## src/rtl/core/ntcat_pkg.sv

```systemverilog
// Shared types and constants of the NTC thermistor temperature block.
// Depends on nothing; every other file of the block imports it.
`default_nettype none
package ntcat_pkg;

    localparam int SERIES_TERMS_DEF = 15;
    localparam int ADC_BITS_DEF     = 12;

    localparam int SAMPLE_W = 12;
    localparam int BETA_W   = 13;
    localparam int DEG_W    = 8;
    localparam int CODE_W   = 12;
    localparam int CFG_W    = 13;
    localparam int IDX_W    = 2;

    localparam int SIXT_W = 15;
    localparam int RDEG_W = 11;

    // Fixed-point widths: square and series sum in Q30, quotient bits.
    localparam int XW     = 31;
    localparam int YW     = 32;
    localparam int LW     = 26;
    localparam int DEN_W  = 43;
    localparam int DMAG_W = 42;
    localparam int REM_W  = 70;
    localparam int QUO_W  = 28;
    localparam int C16_W  = 29;

    localparam logic [14:0] T25_X100 = 15'd29815;
    localparam logic [6:0]  BETA_SCALE = 7'd100;

    localparam logic signed [C16_W-1:0] KELVIN_OFS_Q16 = 29'sd17901158;
    localparam logic signed [C16_W-1:0] C_MIN_Q16      = -29'sd7208960;
    localparam logic signed [C16_W-1:0] C_MAX_Q16      = 29'sd53084160;

    localparam logic signed [SIXT_W-1:0] SIXT_MIN = -15'sd1760;
    localparam logic signed [RDEG_W-1:0] RDEG_MIN = -11'sd110;

    localparam logic [BETA_W-1:0] BETA_RST = 13'd3435;
    localparam logic [DEG_W-1:0]  LOW_RST  = 8'd75;
    localparam logic [DEG_W-1:0]  HIGH_RST = 8'd90;
    localparam logic [CODE_W-1:0] MAXC_RST = 12'd4095;

    typedef enum logic [IDX_W-1:0] {
        REG_BETA      = 2'd0,
        REG_PROT_LOW  = 2'd1,
        REG_PROT_HIGH = 2'd2,
        REG_PROT_MAX  = 2'd3
    } t_reg_idx;

    typedef struct packed {
        logic zero;
        logic neg;
    } t_tag;

    typedef struct packed {
        logic [DEG_W-1:0]  low;
        logic [DEG_W-1:0]  high;
        logic [CODE_W-1:0] max_code;
    } t_prot_cfg;

endpackage
`default_nettype wire

```

## src/rtl/core/ntcat_series_cell.sv

```systemverilog
// One Horner step of the atanh series: y <= 1/nk + xx*y, all in Q30.
// Depends on ntcat_pkg.
`default_nettype none
module ntcat_series_cell #(
    parameter int ADC_BITS = 12,
    parameter int NK       = 1
) (
    input  wire                        i_clk,
    input  wire                        i_rst_n,
    input  wire                        i_en,
    input  wire                        i_valid,
    input  wire ntcat_pkg::t_tag       i_tag,
    input  wire [ADC_BITS-1:0]         i_dmag,
    input  wire [ntcat_pkg::XW-1:0]    i_xx,
    input  wire [ntcat_pkg::YW-1:0]    i_y,
    output logic                       o_valid,
    output ntcat_pkg::t_tag            o_tag,
    output logic [ADC_BITS-1:0]        o_dmag,
    output logic [ntcat_pkg::XW-1:0]   o_xx,
    output logic [ntcat_pkg::YW-1:0]   o_y
);
    import ntcat_pkg::*;

    localparam int PW = XW + YW;
    localparam logic [YW-1:0] RECIP =
        YW'(((64'd1 << 30) + 64'(NK / 2)) / 64'(NK));
    localparam logic [PW-1:0] ROUND = PW'(64'd1 << 29);

    logic [PW-1:0] prod_c;
    logic [PW-1:0] rnd_c;
    logic [YW-1:0] n_y;

    assign prod_c = PW'(i_xx) * PW'(i_y);
    assign rnd_c  = prod_c + ROUND;
    assign n_y    = RECIP + rnd_c[30 +: YW];

    always_ff @(posedge i_clk) begin
        if (!i_rst_n) begin
            o_valid <= 1'b0;
        end else if (i_en) begin
            o_valid <= i_valid;
        end
    end

    always_ff @(posedge i_clk) begin
        if (i_en) begin
            o_tag  <= i_tag;
            o_dmag <= i_dmag;
            o_xx   <= i_xx;
            o_y    <= n_y;
        end
    end

endmodule
`default_nettype wire

```

## config.mk

```make
export PLATFORM = sky130hd
export DESIGN_NAME = ntcat_series_cell
export DESIGN_NICKNAME = d
export VERILOG_FILES = /design/src/rtl/core/ntcat_pkg.sv /design/src/rtl/core/ntcat_series_cell.sv
export SDC_FILE = /design/constraint.sdc
export NUM_CORES = 2
export LEC_CHECK = 0
export BUFFER_PORTS_ARGS = -buffer_cell sky130_fd_sc_hd__buf_2
export CAP_MARGIN = 20
export CORE_MARGIN = 2
export CORE_UTILIZATION = 40
export CTS_BUF_LIST = sky130_fd_sc_hd__clkbuf_4 sky130_fd_sc_hd__clkbuf_8
export DETAILED_ROUTE_END_ITERATION = 12
export GPL_ROUTABILITY_DRIVEN = 0
export HOLD_SLACK_MARGIN = 0.1
export PLACE_DENSITY = 0.53
export SLEW_MARGIN = 0
export SYNTH_ARGS = -nofsm -noshare
export SYNTH_HDL_FRONTEND = slang
export SYNTH_SLANG_ARGS = --single-unit
```

## constraint.sdc

```tcl
create_clock -name i_clk -period 12.7 [get_ports i_clk]
set_input_delay 0.635 -clock i_clk [delete_from_list [all_inputs] [get_ports i_clk]]
set_output_delay 0.635 -clock i_clk [all_outputs]
set_load 0.05 [all_outputs]
```

==> run_results.csv <==
group,metric,value,unit
yosys,synth_warnings,0,
global_route,track_usage,23.3,%
sta,finalHoldViolations,0,
run,drv_cap,0,
detailed_routing,drc_errors,0,
clocking,cts_max_path_buffers,2,
clocking,cts_hold_buf,0,
yosys,synth_ff_type,"edfxtp_1",
yosys,syn-num-nets,4905,
critical_path,cp_common_cell,"fa_1",
hold_path,hold_path_class,"in -> reg",
yosys,seq_area_frac_synth,6.73,%
critical_path,cpLargestDelayFamily,"adder cells",
sta,finalSetupViolations,0,
yosys,syn_avg_cell_area,9.40,um2
critical_path,critPathCaptureType,"flip-flop",
clocking,cts_root_buffer,"clkbuf_8",
yosys,synth_most_common_cell,"inv_1",
critical_path,worstSetupPathDepth,26,
clocking,path_clk_slew,120,ps
critical_path,critPathKind,"in -> reg",
yosys,synthesis.area,34600,um2
clocking,clock_latency,450,ps
yosys,async_reset_ff_share,0,%
floorplanning,fp.coreArea,85500,um2
floorplanning,rows,107,
run_status,status,"completed",
clocking,tritoncts,"built",
sta,fin_crit,8400,ps
critical_path,required,12920,ps
critical_path,crit_fanout,31,
placed_design,io_buffers,158,
critical_path,r2r_cells,2,
detailed_routing,vias,24200,
global_route,grt_pass1_wl,158000,um
global_route,met3_usage,2.15,%
detailed_routing,ant_nets,0,
clocking,cts.sink_count,78,
clocking,ctsHtreeMaxLevel,3,
floorplanning,fp.dieW,298,um
placed_design,detailed_place_hpwl,74600,um
sta,tns,0,ps
clocking,cts.repair.resized,0,
yosys,synth_cell_types,63,
sta,rsz0062_at_grt,"false",
final_layout,drive_gt1_share,6.07,%
sta,fin_hold_ws,339,ps
yosys,yosys_register_bits,78,
detailed_routing,via_per_inst,4.99,
sta,timing.slew.headroom,35.3,%
detailed_routing,drtPass1Iterations,5,
hold_path,holdPathStages,1,
detailed_routing,drtIter0Drc,1155,
floorplanning,start_util,40.5,%
critical_path,worstPathArrival,8620,ps
critical_path,crit_buf_inv,7,
sta,tightest_slew,970,ps
global_route,grt_busiest_layer,"met2",
yosys,yosys-top-cells-area,"fa_1 (50%), inv_1 (10%), ha_1 (9.9%)",
global_route,grt_start_max_net_pins,55,
detailed_routing,wirelength,98200,um
final_layout,layout.nets,4909,
sta,fmax,119,MHz
detailed_routing,detail_route.wl_per_cell,20.3,um
global_route,antenna_found_initial,9,
sta,fin_skew,0,ps
yosys,yosysTopAreaCell,"fa_1",
critical_path,r2r_slack,12100,ps
floorplanning,dieHeight,298,um
clocking,cts_setup_buffers,0,
yosys,synth_cells,3684,
floorplanning,die_area,89000,um2
global_route,globalRoute.totalOverflow,0,
critical_path,max_stage_delay,680,ps
yosys,synth-edff-count,77,
floorplanning,ioPinCount,159,
yosys,yosys-top-cells-count,"inv_1 (942), fa_1 (866), and2_1 (535)",
global_route,grtUsageMet1,29.1,%
critical_path,critPathSlowestCell,"buf_2",
final_layout,syn_to_final_growth,5.56,%
critical_path,crit_path_start_kind,"input pin",
sta,finalCritPeriodShare,66.1,%
global_route,use_met2,42.2,%
sta,maxSlewViolCount,0,
clocking,numCtsBuffers,9,
global_route,grt_pass1_vias,27100,
yosys,yosys.area.top_type_share,50.0,%
## sequential cells by signal, summed over array words and instances (netlist names)
signal and flops:
o_dmag 12, o_tag 2, o_valid 1, o_xx 31, o_y 32
## kinds of logic (layout without fill, tap and decap cells)
family,count (synthesis),after routing,share of synthesized area [%]
buffers and inverters,1140,1149,12.4
DFF,78,78,6.73
other,0,6,0
xor gates and xnor gates,40,40,1.01
AOI/OAI and AO/OA,179,179,3.56
and+or+nand+nor,1106,1106,16.4
adders and majority gates,1140,1140,59.9
muxes,1,1,0.0289
## metal layers
layer	part of all wire, %	wire (um)
met2	53	51900
met5	0.047	46
met4	3.4	3390
met1	40	39100
met3	3.9	3800
## layout by cell type, fill, tap and decap left out, types with 9 or more instances in the layout
cell,count
a31oi_1,9
buf_4,34
o21ai_0,24
and2_1,535
fa_1,866
nand2_1,485
a21oi_1,58
nand4_1,17
xnor2_1,25
inv_1,942
nor2_1,26
xor2_1,15
ha_1,274
buf_2,157
edfxtp_1,77
clkbuf_8,9
nand3_1,14
a21o_1,33
## stage by stage
| stage | instance area (um2) | setup WS, ps | std cells | utilization (%) |
|---|---|---|---|---|
| after global routing | 36600 | 4000 | 4839 | 42.7 |
| final | 36600 | 4300 | 4843 | 42.7 |
| after detailed placement | 36400 | 3810 | 4821 | 42.5 |
| after floorplan | 34600 | 5070 | 3684 | - |
| after CTS | 36600 | 4290 | 4837 | 42.7 |
| after global placement | 36400 | 3760 | 4821 | 42.5 |
## final timing paths
kind	to	startpoint
setup reg to reg	o_valid$_SDFFE_PN0P_	o_valid$_SDFFE_PN0P_
hold reg to reg	o_valid$_SDFFE_PN0P_	o_valid$_SDFFE_PN0P_
hold / removal	o_dmag[9]$_DFFE_PP_	i_dmag[9]
setup / recovery	o_y[17]$_DFFE_PP_	i_y[11]
## area by class of cell
class	count	area [um2]
Antenna cell	6	15.0
Clock buffer	9	124
Clock inverter	7	61.3
Fill cell	8561	49000
Inverter	942	3540
Multi-Input combinational cell	2466	28000
Sequential cell	78	2330
Tap cell	1144	1430
Timing Repair Buffer	191	1040
Power is not shown: default switching activity piles up to over one toggle a cycle in this logic, so the estimate is an artifact.
