### src/rtl/core/ntcat_pkg.sv
// Shared types and constants of the NTC thermistor temperature block.
// Depends on nothing; every other file of the block imports it.
`default_nettype none
package ntcat_pkg;

    localparam int SERIES_TERMS_DEF = 15;
    localparam int ADC_BITS_DEF     = 12;

    localparam int SAMPLE_W = 12;
    localparam int BETA_W   = 13;
    localparam int DEG_W    = 8;
    localparam int CODE_W   = 12;
    localparam int CFG_W    = 13;
    localparam int IDX_W    = 2;

    localparam int SIXT_W = 15;
    localparam int RDEG_W = 11;

    // Fixed-point widths: square and series sum in Q30, quotient bits.
    localparam int XW     = 31;
    localparam int YW     = 32;
    localparam int LW     = 26;
    localparam int DEN_W  = 43;
    localparam int DMAG_W = 42;
    localparam int REM_W  = 70;
    localparam int QUO_W  = 28;
    localparam int C16_W  = 29;

    localparam logic [14:0] T25_X100 = 15'd29815;
    localparam logic [6:0]  BETA_SCALE = 7'd100;

    localparam logic signed [C16_W-1:0] KELVIN_OFS_Q16 = 29'sd17901158;
    localparam logic signed [C16_W-1:0] C_MIN_Q16      = -29'sd7208960;
    localparam logic signed [C16_W-1:0] C_MAX_Q16      = 29'sd53084160;

    localparam logic signed [SIXT_W-1:0] SIXT_MIN = -15'sd1760;
    localparam logic signed [RDEG_W-1:0] RDEG_MIN = -11'sd110;

    localparam logic [BETA_W-1:0] BETA_RST = 13'd3435;
    localparam logic [DEG_W-1:0]  LOW_RST  = 8'd75;
    localparam logic [DEG_W-1:0]  HIGH_RST = 8'd90;
    localparam logic [CODE_W-1:0] MAXC_RST = 12'd4095;

    typedef enum logic [IDX_W-1:0] {
        REG_BETA      = 2'd0,
        REG_PROT_LOW  = 2'd1,
        REG_PROT_HIGH = 2'd2,
        REG_PROT_MAX  = 2'd3
    } t_reg_idx;

    typedef struct packed {
        logic zero;
        logic neg;
    } t_tag;

    typedef struct packed {
        logic [DEG_W-1:0]  low;
        logic [DEG_W-1:0]  high;
        logic [CODE_W-1:0] max_code;
    } t_prot_cfg;

endpackage
`default_nettype wire

### src/rtl/core/ntcat_div_cell.sv
// One restoring-division step: decides quotient bit BIT of rem / den.
// Depends on ntcat_pkg.
`default_nettype none
module ntcat_div_cell #(
    parameter int BIT = 0
) (
    input  wire                          i_clk,
    input  wire                          i_rst_n,
    input  wire                          i_en,
    input  wire                          i_valid,
    input  wire ntcat_pkg::t_tag         i_tag,
    input  wire                          i_sat,
    input  wire [ntcat_pkg::REM_W-1:0]   i_rem,
    input  wire [ntcat_pkg::DMAG_W-1:0]  i_den,
    input  wire [ntcat_pkg::QUO_W-1:0]   i_quo,
    output logic                         o_valid,
    output ntcat_pkg::t_tag              o_tag,
    output logic                         o_sat,
    output logic [ntcat_pkg::REM_W-1:0]  o_rem,
    output logic [ntcat_pkg::DMAG_W-1:0] o_den,
    output logic [ntcat_pkg::QUO_W-1:0]  o_quo
);
    import ntcat_pkg::*;

    logic [REM_W-1:0] cmp_c;
    logic             take_c;
    logic [QUO_W-1:0] n_quo;

    assign cmp_c  = REM_W'(i_den) << BIT;
    assign take_c = (i_rem >= cmp_c);

    always_comb begin
        n_quo      = i_quo;
        n_quo[BIT] = take_c;
    end

    always_ff @(posedge i_clk) begin
        if (!i_rst_n) begin
            o_valid <= 1'b0;
        end else if (i_en) begin
            o_valid <= i_valid;
        end
    end

    always_ff @(posedge i_clk) begin
        if (i_en) begin
            o_tag <= i_tag;
            o_sat <= i_sat;
            o_rem <= take_c ? (i_rem - cmp_c) : i_rem;
            o_den <= i_den;
            o_quo <= n_quo;
        end
    end

endmodule
`default_nettype wire

### config.mk
export PLATFORM = sky130hd
export DESIGN_NAME = ntcat_div_cell
export DESIGN_NICKNAME = d
export VERILOG_FILES = /design/src/rtl/core/ntcat_pkg.sv /design/src/rtl/core/ntcat_div_cell.sv
export SDC_FILE = /design/constraint.sdc
export NUM_CORES = 1
export LEC_CHECK = 0
export ABC_AREA = 1
export BUFFER_PORTS_ARGS = -buffer_cell sky130_fd_sc_hd__buf_2
export CAP_MARGIN = 20
export CORE_ASPECT_RATIO = 1.5
export CORE_MARGIN = 2
export CORE_UTILIZATION = 35
export DETAILED_ROUTE_END_ITERATION = 16
export PLACE_DENSITY = 0.66
export RECOVER_POWER = 100
export SLEW_MARGIN = 25
export SYNTH_ARGS = -nofsm -noshare
export SYNTH_HDL_FRONTEND = slang
export SYNTH_SLANG_ARGS = --single-unit
### constraint.sdc
create_clock -name i_clk -period 6.4 [get_ports i_clk]
set_input_delay 0.64 -clock i_clk [delete_from_list [all_inputs] [get_ports i_clk]]
set_output_delay 0.64 -clock i_clk [all_outputs]
set_load 0.02 [all_outputs]
==> run metrics <==
status=complete, but fails checks; violated checks=max-capacitance violations, max-slew violations; port bufs=~290; Final Net Count=about 1900; DR vias=just under 10000; PostCTS Resize Cnt=0; total power draw=0.00291 W; Switch Pwr=between 0.0009 and 0.001 W; CTS Sinks=144; Slew Limit Fails=69; syn_area_per_cell=between 7 and 8 µm²; worst vdd ir=0.187 mV; Max Clock Skew=0 ns; CP max stage delay=2.69 ns; async set or reset register ratio after synthesis=0%; Post-CTS Setup Inserts=0; vias in the first global route=9653; CTS tree=yes; Clock transition at path regs=0.06 ns; synth warn=0; area grow syn2layout=21.0%; cts hold-fix bufs=0; hpwl dp=~29000 µm; Setup CP Type=input port to register; Detailed Route WL=34500 µm; Synth Register Bits=about 140; Lkg Pwr=about 5.8 nW; worst path buffer plus inverter count=2; pin count of the biggest net entering global routing=79; Primary FF master, synth=edfxtp_1; most common cell in the netlist=nand2_1; Syn Std Cell Area=~10000 µm²; area leader, netlist=edfxtp_1; Root Buffer Master=clkbuf_16; Fin Setup TNS=0 ns; worst path required time=6.77 ns; Power Dens Cells=between 200 and 250 nW/µm²; 1st-iter DRT viols=~530; Max Cap Viol=1; distinct cell type count after synthesis=36; CP arrival=4.84 ns; # H-tree levels=4; Ports=between 200 and 300; Clk pwr share=between 30% and 40%; Hold WC Path Type=input port to register; CP cell instances=clkbuf_1 > buf_4 > o21ai_0 > a21oi_1; number of synthesized flops with an enable pin=143; CP endpoint kind=register; DIE AREA=approximately 31000 µm²; maximum clock rate=224 MHz; first-pass detailed-route iteration total=5; most frequent cells after synthesis=nand2_1 (506), inv_1 (263), nor2_1 (157); FP Rows=76; register area=approximately 4300 µm²; CP max stage cell=clkbuf_1; final setup vio count=0; Synth Instances=between 1000 and 1500; DRC Markers=0; die span in x=144 µm; period utilization=a little over two thirds; fin area=12400 µm²; layout cells sized above 1=a little over a tenth; Worst path top cell family by delay=buffers and inverters; Pint=roughly 0.002 W; CTS Buf Count=17; first-pass GRT wire length=around 52000 µm; Tmin final=~4.5 ns; switching share of power=32.0%; Seq/Total Area, Yosys=a little over two fifths; fin util=43.0%; GRT Residual Overflow=0; gpl congestion=approximately 0.94; GRT Total Usage=between 20% and 30%; dominant cells by area after synthesis=edfxtp_1 (42%), nand2_1 (19%), inv_1 (9.6%); Yosys top cell area share=a little over two fifths; initial antenna violation count=1; vias per cell=between 4 and 5; RSZ-0062 raised after global routing=false; area taken by multi-input logic gates=~4700 µm²; Core Box Area=28800 µm²; worst-skew pair later-pin latency=~0.44 ns; final hold violations=0; Final ANT Viol Nets=0; worst-path maximum fanout=just under 80; Die H=roughly 210 µm; Sequential Power Share=between 40% and 50%; relative slew slack=-161%; worst slew pin tran=3.91 ns; filler cell count in the final layout=3148; DP Area=between 10000 and 15000 µm²; clock buffer depth=2; syn nets=roughly 1600; Comb pwr share=between 20% and 30%; startpoint types=input port; initial core utilization=between 30% and 40%; WL per Instance=roughly 16 µm
==> state kept, by name, summed over array words and instances, names as in the netlist <==
register,cells
o_den,42
o_tag,2
o_quo,28
o_valid,1
o_rem,70
o_sat,1
==> routing by layer <==
metal,vias to the layer above,wire length (µm),track usage (%)
li1,5016,-,-
met1,4409,13500,25.0
met2,260,18700,43.3
met3,38,1490,3.35
met4,0,805,7.91
met5,-,0,0
==> layout make-up <==
| type | count | share of cell area [%] |
|---|---|---|
| multi-input combinational | 983 | 37.9 |
| sequential | 144 | 34.8 |
| timing repair buffer | 292 | 10.4 |
| inverter | 269 | 8.15 |
| tap | 390 | 3.94 |
| clock buffer | 18 | 3.46 |
| clock inverter | 14 | 1.32 |
| antenna | 1 | 0.0202 |
==> per-stage QoR <==
| step | setup slack (ns) | cells | hold slack [ns] |
|---|---|---|---|
| 2_1_floorplan | 3.71 | 1407 | 0.606 |
| 3_3_place_gp | 2.28 | 2077 | 0.520 |
| 3_5_place_dp | 2.22 | 2077 | 0.555 |
| 4_1_cts | 2.69 | 2109 | 0.349 |
| 5_1_grt | 1.42 | 2111 | 0.350 |
| 6_report | 1.93 | 2111 | 0.372 |
==> path summary, 6_finish.rpt <==
path | start | end | slack [ns] | cells after the start
max | i_en | o_valid | 1.93 | 4
min | i_quo[14] | o_quo[14] | 0.37 | 1
max reg2reg | o_valid | o_valid | 5.70 | 2
min reg2reg | o_valid | o_valid | 0.58 | 2
==> worst register-to-register path, stage by stage (launching register included) <==
cell and delay (ns):
dfxtp_1 0.31, o21ai_0 0.18, a21oi_1 0.06
==> power by group through the flow <==
stage          clock [W]  sequential [W]  combinational, W
3_5_place_dp           0         0.00120          0.000757
3_3_place_gp           0         0.00120          0.000752
6_report         0.00102         0.00118          0.000715
2_1_floorplan          0         0.00133          0.000328
5_1_grt          0.00107         0.00120          0.000792
4_1_cts          0.00104         0.00118          0.000760
==> layout by cell type (no fill, tap or decap), drive strengths merged, types with 3 or more instances in the layout <==
cell | netlist | final
a21oi | 48 | 48
buf | 11 | 129
bufinv | 0 | 3
clkbuf | 0 | 181
clkinv | 0 | 6
clkinvlp | 0 | 4
edfxtp | 143 | 143
ha | 42 | 42
inv | 269 | 270
nand2 | 521 | 521
nand3 | 44 | 44
nand3b | 16 | 16
nand4 | 19 | 19
nor2 | 166 | 166
nor3 | 17 | 17
nor4 | 3 | 3
o21ai | 61 | 61
o21bai | 7 | 7
xnor2 | 32 | 32
==> logic make-up after synthesis <==
logic type	Yosys count	synth area share, %
simple gates	789	32.3
xor+xnor	33	2.82
buf+inv	280	10.8
flops	144	42.1
fa+ha+maj	43	5.32
compound gates	118	6.64
Power figures use the tool's default switching activity.
