==> config.mk <==
export PLATFORM = sky130hd
export DESIGN_NAME = ntcat_finish
export DESIGN_NICKNAME = d
export VERILOG_FILES = /design/src/rtl/core/ntcat_pkg.sv /design/src/rtl/core/ntcat_finish.sv
export SDC_FILE = /design/constraint.sdc
export NUM_CORES = 1
export LEC_CHECK = 0
export BUFFER_PORTS_ARGS = -buffer_cell sky130_fd_sc_hd__buf_2
export CORE_AREA = 2 2 156 235
export DETAILED_ROUTE_END_ITERATION = 16
export DIE_AREA = 0 0 158 237
export GPL_TIMING_DRIVEN = 0
export MAX_ROUTING_LAYER = met4
export SKIP_CTS_REPAIR_TIMING = 1
export SLEW_MARGIN = 20
export SYNTH_ARGS = -nofsm -noshare
export SYNTH_HDL_FRONTEND = slang
export SYNTH_SLANG_ARGS = --single-unit
==> constraint.sdc <==
create_clock -name i_clk -period 8.05 [get_ports i_clk]
set_input_delay 0.4025 -clock i_clk [delete_from_list [all_inputs] [get_ports i_clk]]
set_output_delay 0.4025 -clock i_clk [all_outputs]
set_load 0.1 [all_outputs]
==> src/rtl/core/ntcat_pkg.sv <==
// Shared types and constants of the NTC thermistor temperature block.
// Depends on nothing; every other file of the block imports it.
`default_nettype none
package ntcat_pkg;

    localparam int SERIES_TERMS_DEF = 15;
    localparam int ADC_BITS_DEF     = 12;

    localparam int SAMPLE_W = 12;
    localparam int BETA_W   = 13;
    localparam int DEG_W    = 8;
    localparam int CODE_W   = 12;
    localparam int CFG_W    = 13;
    localparam int IDX_W    = 2;

    localparam int SIXT_W = 15;
    localparam int RDEG_W = 11;

    // Fixed-point widths: square and series sum in Q30, quotient bits.
    localparam int XW     = 31;
    localparam int YW     = 32;
    localparam int LW     = 26;
    localparam int DEN_W  = 43;
    localparam int DMAG_W = 42;
    localparam int REM_W  = 70;
    localparam int QUO_W  = 28;
    localparam int C16_W  = 29;

    localparam logic [14:0] T25_X100 = 15'd29815;
    localparam logic [6:0]  BETA_SCALE = 7'd100;

    localparam logic signed [C16_W-1:0] KELVIN_OFS_Q16 = 29'sd17901158;
    localparam logic signed [C16_W-1:0] C_MIN_Q16      = -29'sd7208960;
    localparam logic signed [C16_W-1:0] C_MAX_Q16      = 29'sd53084160;

    localparam logic signed [SIXT_W-1:0] SIXT_MIN = -15'sd1760;
    localparam logic signed [RDEG_W-1:0] RDEG_MIN = -11'sd110;

    localparam logic [BETA_W-1:0] BETA_RST = 13'd3435;
    localparam logic [DEG_W-1:0]  LOW_RST  = 8'd75;
    localparam logic [DEG_W-1:0]  HIGH_RST = 8'd90;
    localparam logic [CODE_W-1:0] MAXC_RST = 12'd4095;

    typedef enum logic [IDX_W-1:0] {
        REG_BETA      = 2'd0,
        REG_PROT_LOW  = 2'd1,
        REG_PROT_HIGH = 2'd2,
        REG_PROT_MAX  = 2'd3
    } t_reg_idx;

    typedef struct packed {
        logic zero;
        logic neg;
    } t_tag;

    typedef struct packed {
        logic [DEG_W-1:0]  low;
        logic [DEG_W-1:0]  high;
        logic [CODE_W-1:0] max_code;
    } t_prot_cfg;

endpackage
`default_nettype wire

==> src/rtl/core/ntcat_finish.sv <==
// Kelvin-to-Celsius conversion, clamping, display rounding and protection level.
// Three register stages, the last being the output register. Depends on ntcat_pkg.
`default_nettype none
module ntcat_finish (
    input  wire                               i_clk,
    input  wire                               i_rst_n,
    input  wire                               i_en,
    input  wire                               i_valid,
    input  wire ntcat_pkg::t_tag              i_tag,
    input  wire                               i_sat,
    input  wire [ntcat_pkg::QUO_W-1:0]        i_quo,
    input  wire ntcat_pkg::t_prot_cfg         i_cfg,
    output logic                              o_valid,
    output logic signed [ntcat_pkg::SIXT_W-1:0] o_sixt,
    output logic signed [ntcat_pkg::RDEG_W-1:0] o_rdeg,
    output logic [ntcat_pkg::CODE_W-1:0]      o_level,
    output logic                              o_zero
);
    import ntcat_pkg::*;

    // Stage G: Celsius in Q16, clamped.
    logic signed [C16_W-1:0] t_c;
    logic signed [C16_W-1:0] n_c16;
    logic signed [C16_W-1:0] r_c16;
    logic                    r_g_valid;
    logic                    r_g_zero;

    assign t_c = $signed({2'b00, i_quo[QUO_W-2:0]}) - KELVIN_OFS_Q16;

    always_comb begin
        if (i_sat || i_quo[QUO_W-1]) begin
            n_c16 = C_MAX_Q16;
        end else if (t_c < C_MIN_Q16) begin
            n_c16 = C_MIN_Q16;
        end else if (t_c > C_MAX_Q16) begin
            n_c16 = C_MAX_Q16;
        end else begin
            n_c16 = t_c;
        end
    end

    // Stage H: sixteenths, tenths-rounded whole degrees before the divide by ten,
    // and the protection level.
    logic signed [32:0]      v_c;
    logic [32:0]             vabs_c;
    logic signed [C16_W-1:0] six_sum_c;
    logic signed [C16_W-1:0] low_c;
    logic signed [C16_W-1:0] high_c;
    logic                    ge_low_c;
    logic                    ge_high_c;
    logic [CODE_W-1:0]       n_level;
    logic                    r_h_valid;
    logic                    r_h_zero;
    logic [SIXT_W-1:0]       r_h_six;
    logic [13:0]             r_h_qmag;
    logic                    r_h_qneg;
    logic [CODE_W-1:0]       r_h_level;

    assign v_c       = (33'(r_c16) <<< 3) + (33'(r_c16) <<< 1) + 33'sd327680;
    assign vabs_c    = v_c[32] ? 33'(-v_c) : 33'(v_c);
    assign six_sum_c = r_c16 + 29'sd2048;
    assign low_c     = $signed({5'b0, i_cfg.low, 16'b0});
    assign high_c    = $signed({5'b0, i_cfg.high, 16'b0});
    assign ge_low_c  = (r_c16 >= low_c);
    assign ge_high_c = (r_c16 >= high_c);

    always_comb begin
        if (ge_low_c && !ge_high_c) begin
            n_level = r_c16[16 +: CODE_W];
        end else if (ge_high_c) begin
            n_level = i_cfg.max_code;
        end else begin
            n_level = '0;
        end
    end

    // Output stage: divide by ten through a reciprocal multiply, exact for |q| < 2^14.
    logic [29:0]       deg_prod_c;
    logic [RDEG_W-1:0] deg_mag_c;

    assign deg_prod_c = 30'(r_h_qmag) * 30'(17'd52429);
    assign deg_mag_c  = deg_prod_c[19 +: RDEG_W];

    always_ff @(posedge i_clk) begin
        if (!i_rst_n) begin
            r_g_valid <= 1'b0;
            r_h_valid <= 1'b0;
            o_valid   <= 1'b0;
        end else if (i_en) begin
            r_g_valid <= i_valid;
            r_h_valid <= r_g_valid;
            o_valid   <= r_h_valid;
        end
    end

    always_ff @(posedge i_clk) begin
        if (i_en) begin
            r_c16     <= n_c16;
            r_g_zero  <= i_tag.zero;
            r_h_zero  <= r_g_zero;
            r_h_six   <= six_sum_c[12 +: SIXT_W];
            r_h_qmag  <= vabs_c[16 +: 14];
            r_h_qneg  <= v_c[32];
            r_h_level <= n_level;
            if (r_h_zero) begin
                o_sixt  <= SIXT_MIN;
                o_rdeg  <= RDEG_MIN;
                o_level <= '0;
            end else begin
                o_sixt  <= $signed(r_h_six);
                o_rdeg  <= r_h_qneg ? $signed(-deg_mag_c) : $signed(deg_mag_c);
                o_level <= r_h_level;
            end
            o_zero <= r_h_zero;
        end
    end

endmodule
`default_nettype wire

==> impl_metrics.py <==
metrics = {
    "clocking": {
        "cts_root_buffer": "clkbuf_16",
        "cts_buffer_depth": 2,
        "path_clk_slew_ps": 60,
        "tritoncts": "done",
        "numCtsBuffers": 17,
        "cts_max_level": 4,
        "cts.sinks": 114,
        "clk_latency_ps": 420,
    },
    "placement": {
        "portBuffers": 93,
        "place.detailed.hpwl_microns": 21070,
        "finalWeightedCongestion": 0.8753,
    },
    "drt": {
        "drt_first_iter_violations": 312,
        "drtPass1Iterations": 5,
        "drc": 0,
        "dr_wl_met2_microns": 14160,
        "wl_met3_microns": 670,
        "highest_layer": "met4",
        "wl_microns": 25170,
        "wirelength_met1_microns": 9403,
        "wire_per_inst_microns": 14.75,
        "final_antenna_net_count": 0,
        "avgViaCountPerCell": 4.862,
        "vias": 8295,
    },
    "setup_path": {
        "rr_endpoint": "o_rdeg[8]",
        "path_class": "reg -> reg",
        "r2r_cells": 24,
        "critPathCaptureType": "flop",
        "worst-path-max-fanout": 5,
        "worstPathRequired_ps": 8220,
        "r2r-start": "r_h_qmag[4]",
        "arrival_ps": 6960,
        "start_kind": "flop",
        "worst-r2r-setup-slack_ps": 1260,
    },
    "job": {
        "cap_viol_max_count": 0,
    },
    "run_status": {
        "status": "finished, final reports clean",
    },
    "hold_path": {
        "min_path_type": "in -> reg",
        "holdCritStartpoint": "i_tag[1]",
        "min_to": "r_g_zero",
        "hold_depth": 1,
    },
    "synthesis": {
        "synth_fp_nets": 1396,
        "synth_edf_count": 111,
        "avgSynthCellArea_sq_um": 10.18,
        "synth-seq-cells": 114,
        "synth.top_cell.area_share": 0.2970,
        "synth_area_leaders": "edfxtp_1 (30%), ha_1 (20%), fa_1 (9.5%)",
        "ys_types": 80,
        "ys.flop_type": "edfxtp_1",
        "syn-cell-area_sq_mm": 0.01122,
        "yosys_warnings": 0,
        "syn_inst": 1102,
        "yosysSeqAreaShare": 0.3024,
        "async_flop_share": 0,
        "yosys.area.top_type": "edfxtp_1",
    },
    "floorplanning": {
        "die_area_sq_mm": 0.03745,
        "die_height_microns": 237,
        "start_util": 0.3159,
        "die_w_microns": 158,
        "core_sq_mm": 0.03552,
        "ios": 103,
        "rows": 85,
    },
    "global_route": {
        "gr-total-overflow": 0,
        "antenna_found_initial": 0,
        "grt_usage": 0.1440,
        "grt_pass1_wl_microns": 41500,
        "grt_max_degree": 64,
        "grt_pass1_vias": 8590,
    },
    "timing": {
        "setup_viol": 0,
        "slew_violations": 0,
        "fin_crit_sh": 0.8434,
        "rsz0062_at_grt": "no",
        "worstMarginPinSlew_ps": 1194,
        "relSlewSlack": 0.1835,
        "fin_skew_ps": 10.74,
        "setup_tns_ps": 0,
        "finalHoldViolCount": 0,
        "max_freq_ghz": 0.1473,
        "period_minus_slack_ps": 6789,
    },
    "cells_and_area": {
        "num_antenna_cells": 0,
        "syn_to_final_growth_pct": 15.12,
        "drive_gt1_frac": 0.1417,
        "fin_nets": 1509,
    },
}
[cell usage after synthesis, types with 4 or more instances]
cell / number
a211oi_1: 7
a21o_1: 11
a21oi_1: 51
a22o_1: 9
a31oi_1: 11
and2_1: 13
and3_1: 16
buf_2: 7
clkbuf_1: 14
edfxtp_1: 111
fa_1: 53
ha_1: 178
inv_1: 131
mux2i_1: 6
nand2_1: 54
nand2b_1: 12
nand3_1: 20
nand4_1: 14
nor2_1: 50
nor2b_1: 31
nor3_1: 20
nor4_1: 14
o21a_1: 12
o21ai_0: 33
o21ai_1: 4
o21bai_1: 6
o31ai_1: 8
or2_2: 21
or3_1: 7
xnor2_1: 57
xor2_1: 36
[cells by family after synthesis]
group,synth area share
simple gates,0.1459
fa+ha+maj,0.2930
compound gates,0.1251
buf+inv,0.05564
flops,0.3024
xor+xnor,0.07258
mux,0.005352
[worst max-delay path by stage]
stage / startpoint / end / slack (ps)
6_report: r_h_qmag[4] / o_rdeg[8] / 1260
5_1_grt: r_h_qmag[3] / o_rdeg[8] / 900
4_1_cts: r_h_qmag[4] / o_rdeg[8] / 1210
3_5_place_dp: r_h_qmag[3] / o_rdeg[8] / 1230
3_3_place_gp: r_h_qmag[3] / o_rdeg[8] / 1220
2_1_floorplan: r_h_qmag[3] / o_rdeg[8] / 1850
[state kept, by name, indices dropped and copies added, names as in the netlist]
register	flops
o_level	12
o_rdeg	11
o_sixt	15
o_valid	1
o_zero	1
r_c16	28
r_g_valid	1
r_g_zero	1
r_h_level	12
r_h_qmag	14
r_h_qneg	1
r_h_six	15
r_h_valid	1
r_h_zero	1
[final cells by class]
class	instances	area, sq um
Fill cell	3585	22600
Inverter	131	491.7
Clock inverter	13	161.4
Tap cell	478	598.1
Sequential cell	114	3393
Timing Repair Buffer	94	499.2
Clock buffer	19	432.9
Buffer	27	132.6
Multi-Input combinational cell	830	7209
[layout by cell type (no fill, tap or decap), types with 17 or more instances in the layout]
| cell type | Yosys | final |
|---|---|---|
| a21oi_1 | 51 | 51 |
| buf_2 | 7 | 99 |
| clkbuf_16 | 0 | 17 |
| edfxtp_1 | 111 | 111 |
| fa_1 | 53 | 53 |
| ha_1 | 178 | 178 |
| inv_1 | 131 | 131 |
| nand2_1 | 54 | 54 |
| nand3_1 | 20 | 20 |
| nor2_1 | 50 | 50 |
| nor2b_1 | 31 | 31 |
| nor3_1 | 20 | 20 |
| o21ai_0 | 33 | 33 |
| or2_2 | 21 | 21 |
| xnor2_1 | 57 | 57 |
| xor2_1 | 36 | 36 |
[routing by layer]
metal	vias up	GRT usage
met4	0	0.06252
met5	-	-
met3	55	0.01885
li1	4173	-
met1	3923	0.1436
met2	144	0.2740
[through the flow]
step                  util  std cells  setup WS [ps]  instance area [sq um]  hold WS [ps]
global placement    0.3459       1673           1215                  12290         403.0
floorplan                -       1102           1846                  11220         400.3
global route        0.3637       1706          901.2                  12920         148.5
finish              0.3637       1706           1261                  12920         159.9
detailed placement  0.3468       1674           1231                  12320         421.6
CTS                 0.3635       1706           1211                  12910         136.9
[critical path: stages (launching register included)]
cell and delay [ps]:
edfxtp_1 430, ha_1 300, inv_1 40, ha_1 260
fa_1 520, inv_1 70, fa_1 530, inv_1 50
fa_1 530, inv_1 50, fa_1 490, inv_1 40
ha_1 290, a21o_1 180, a221o_1 370, a221oi_4 460
nand2b_1 180, o21ai_0 150, o221ai_1 310, ha_1 230
o31ai_1 110, or3_1 380, o31ai_1 320, xnor2_1 160
nand2b_1 70
Power is not shown: default switching activity piles up to over one toggle a cycle in this logic, so the estimate is an artifact.
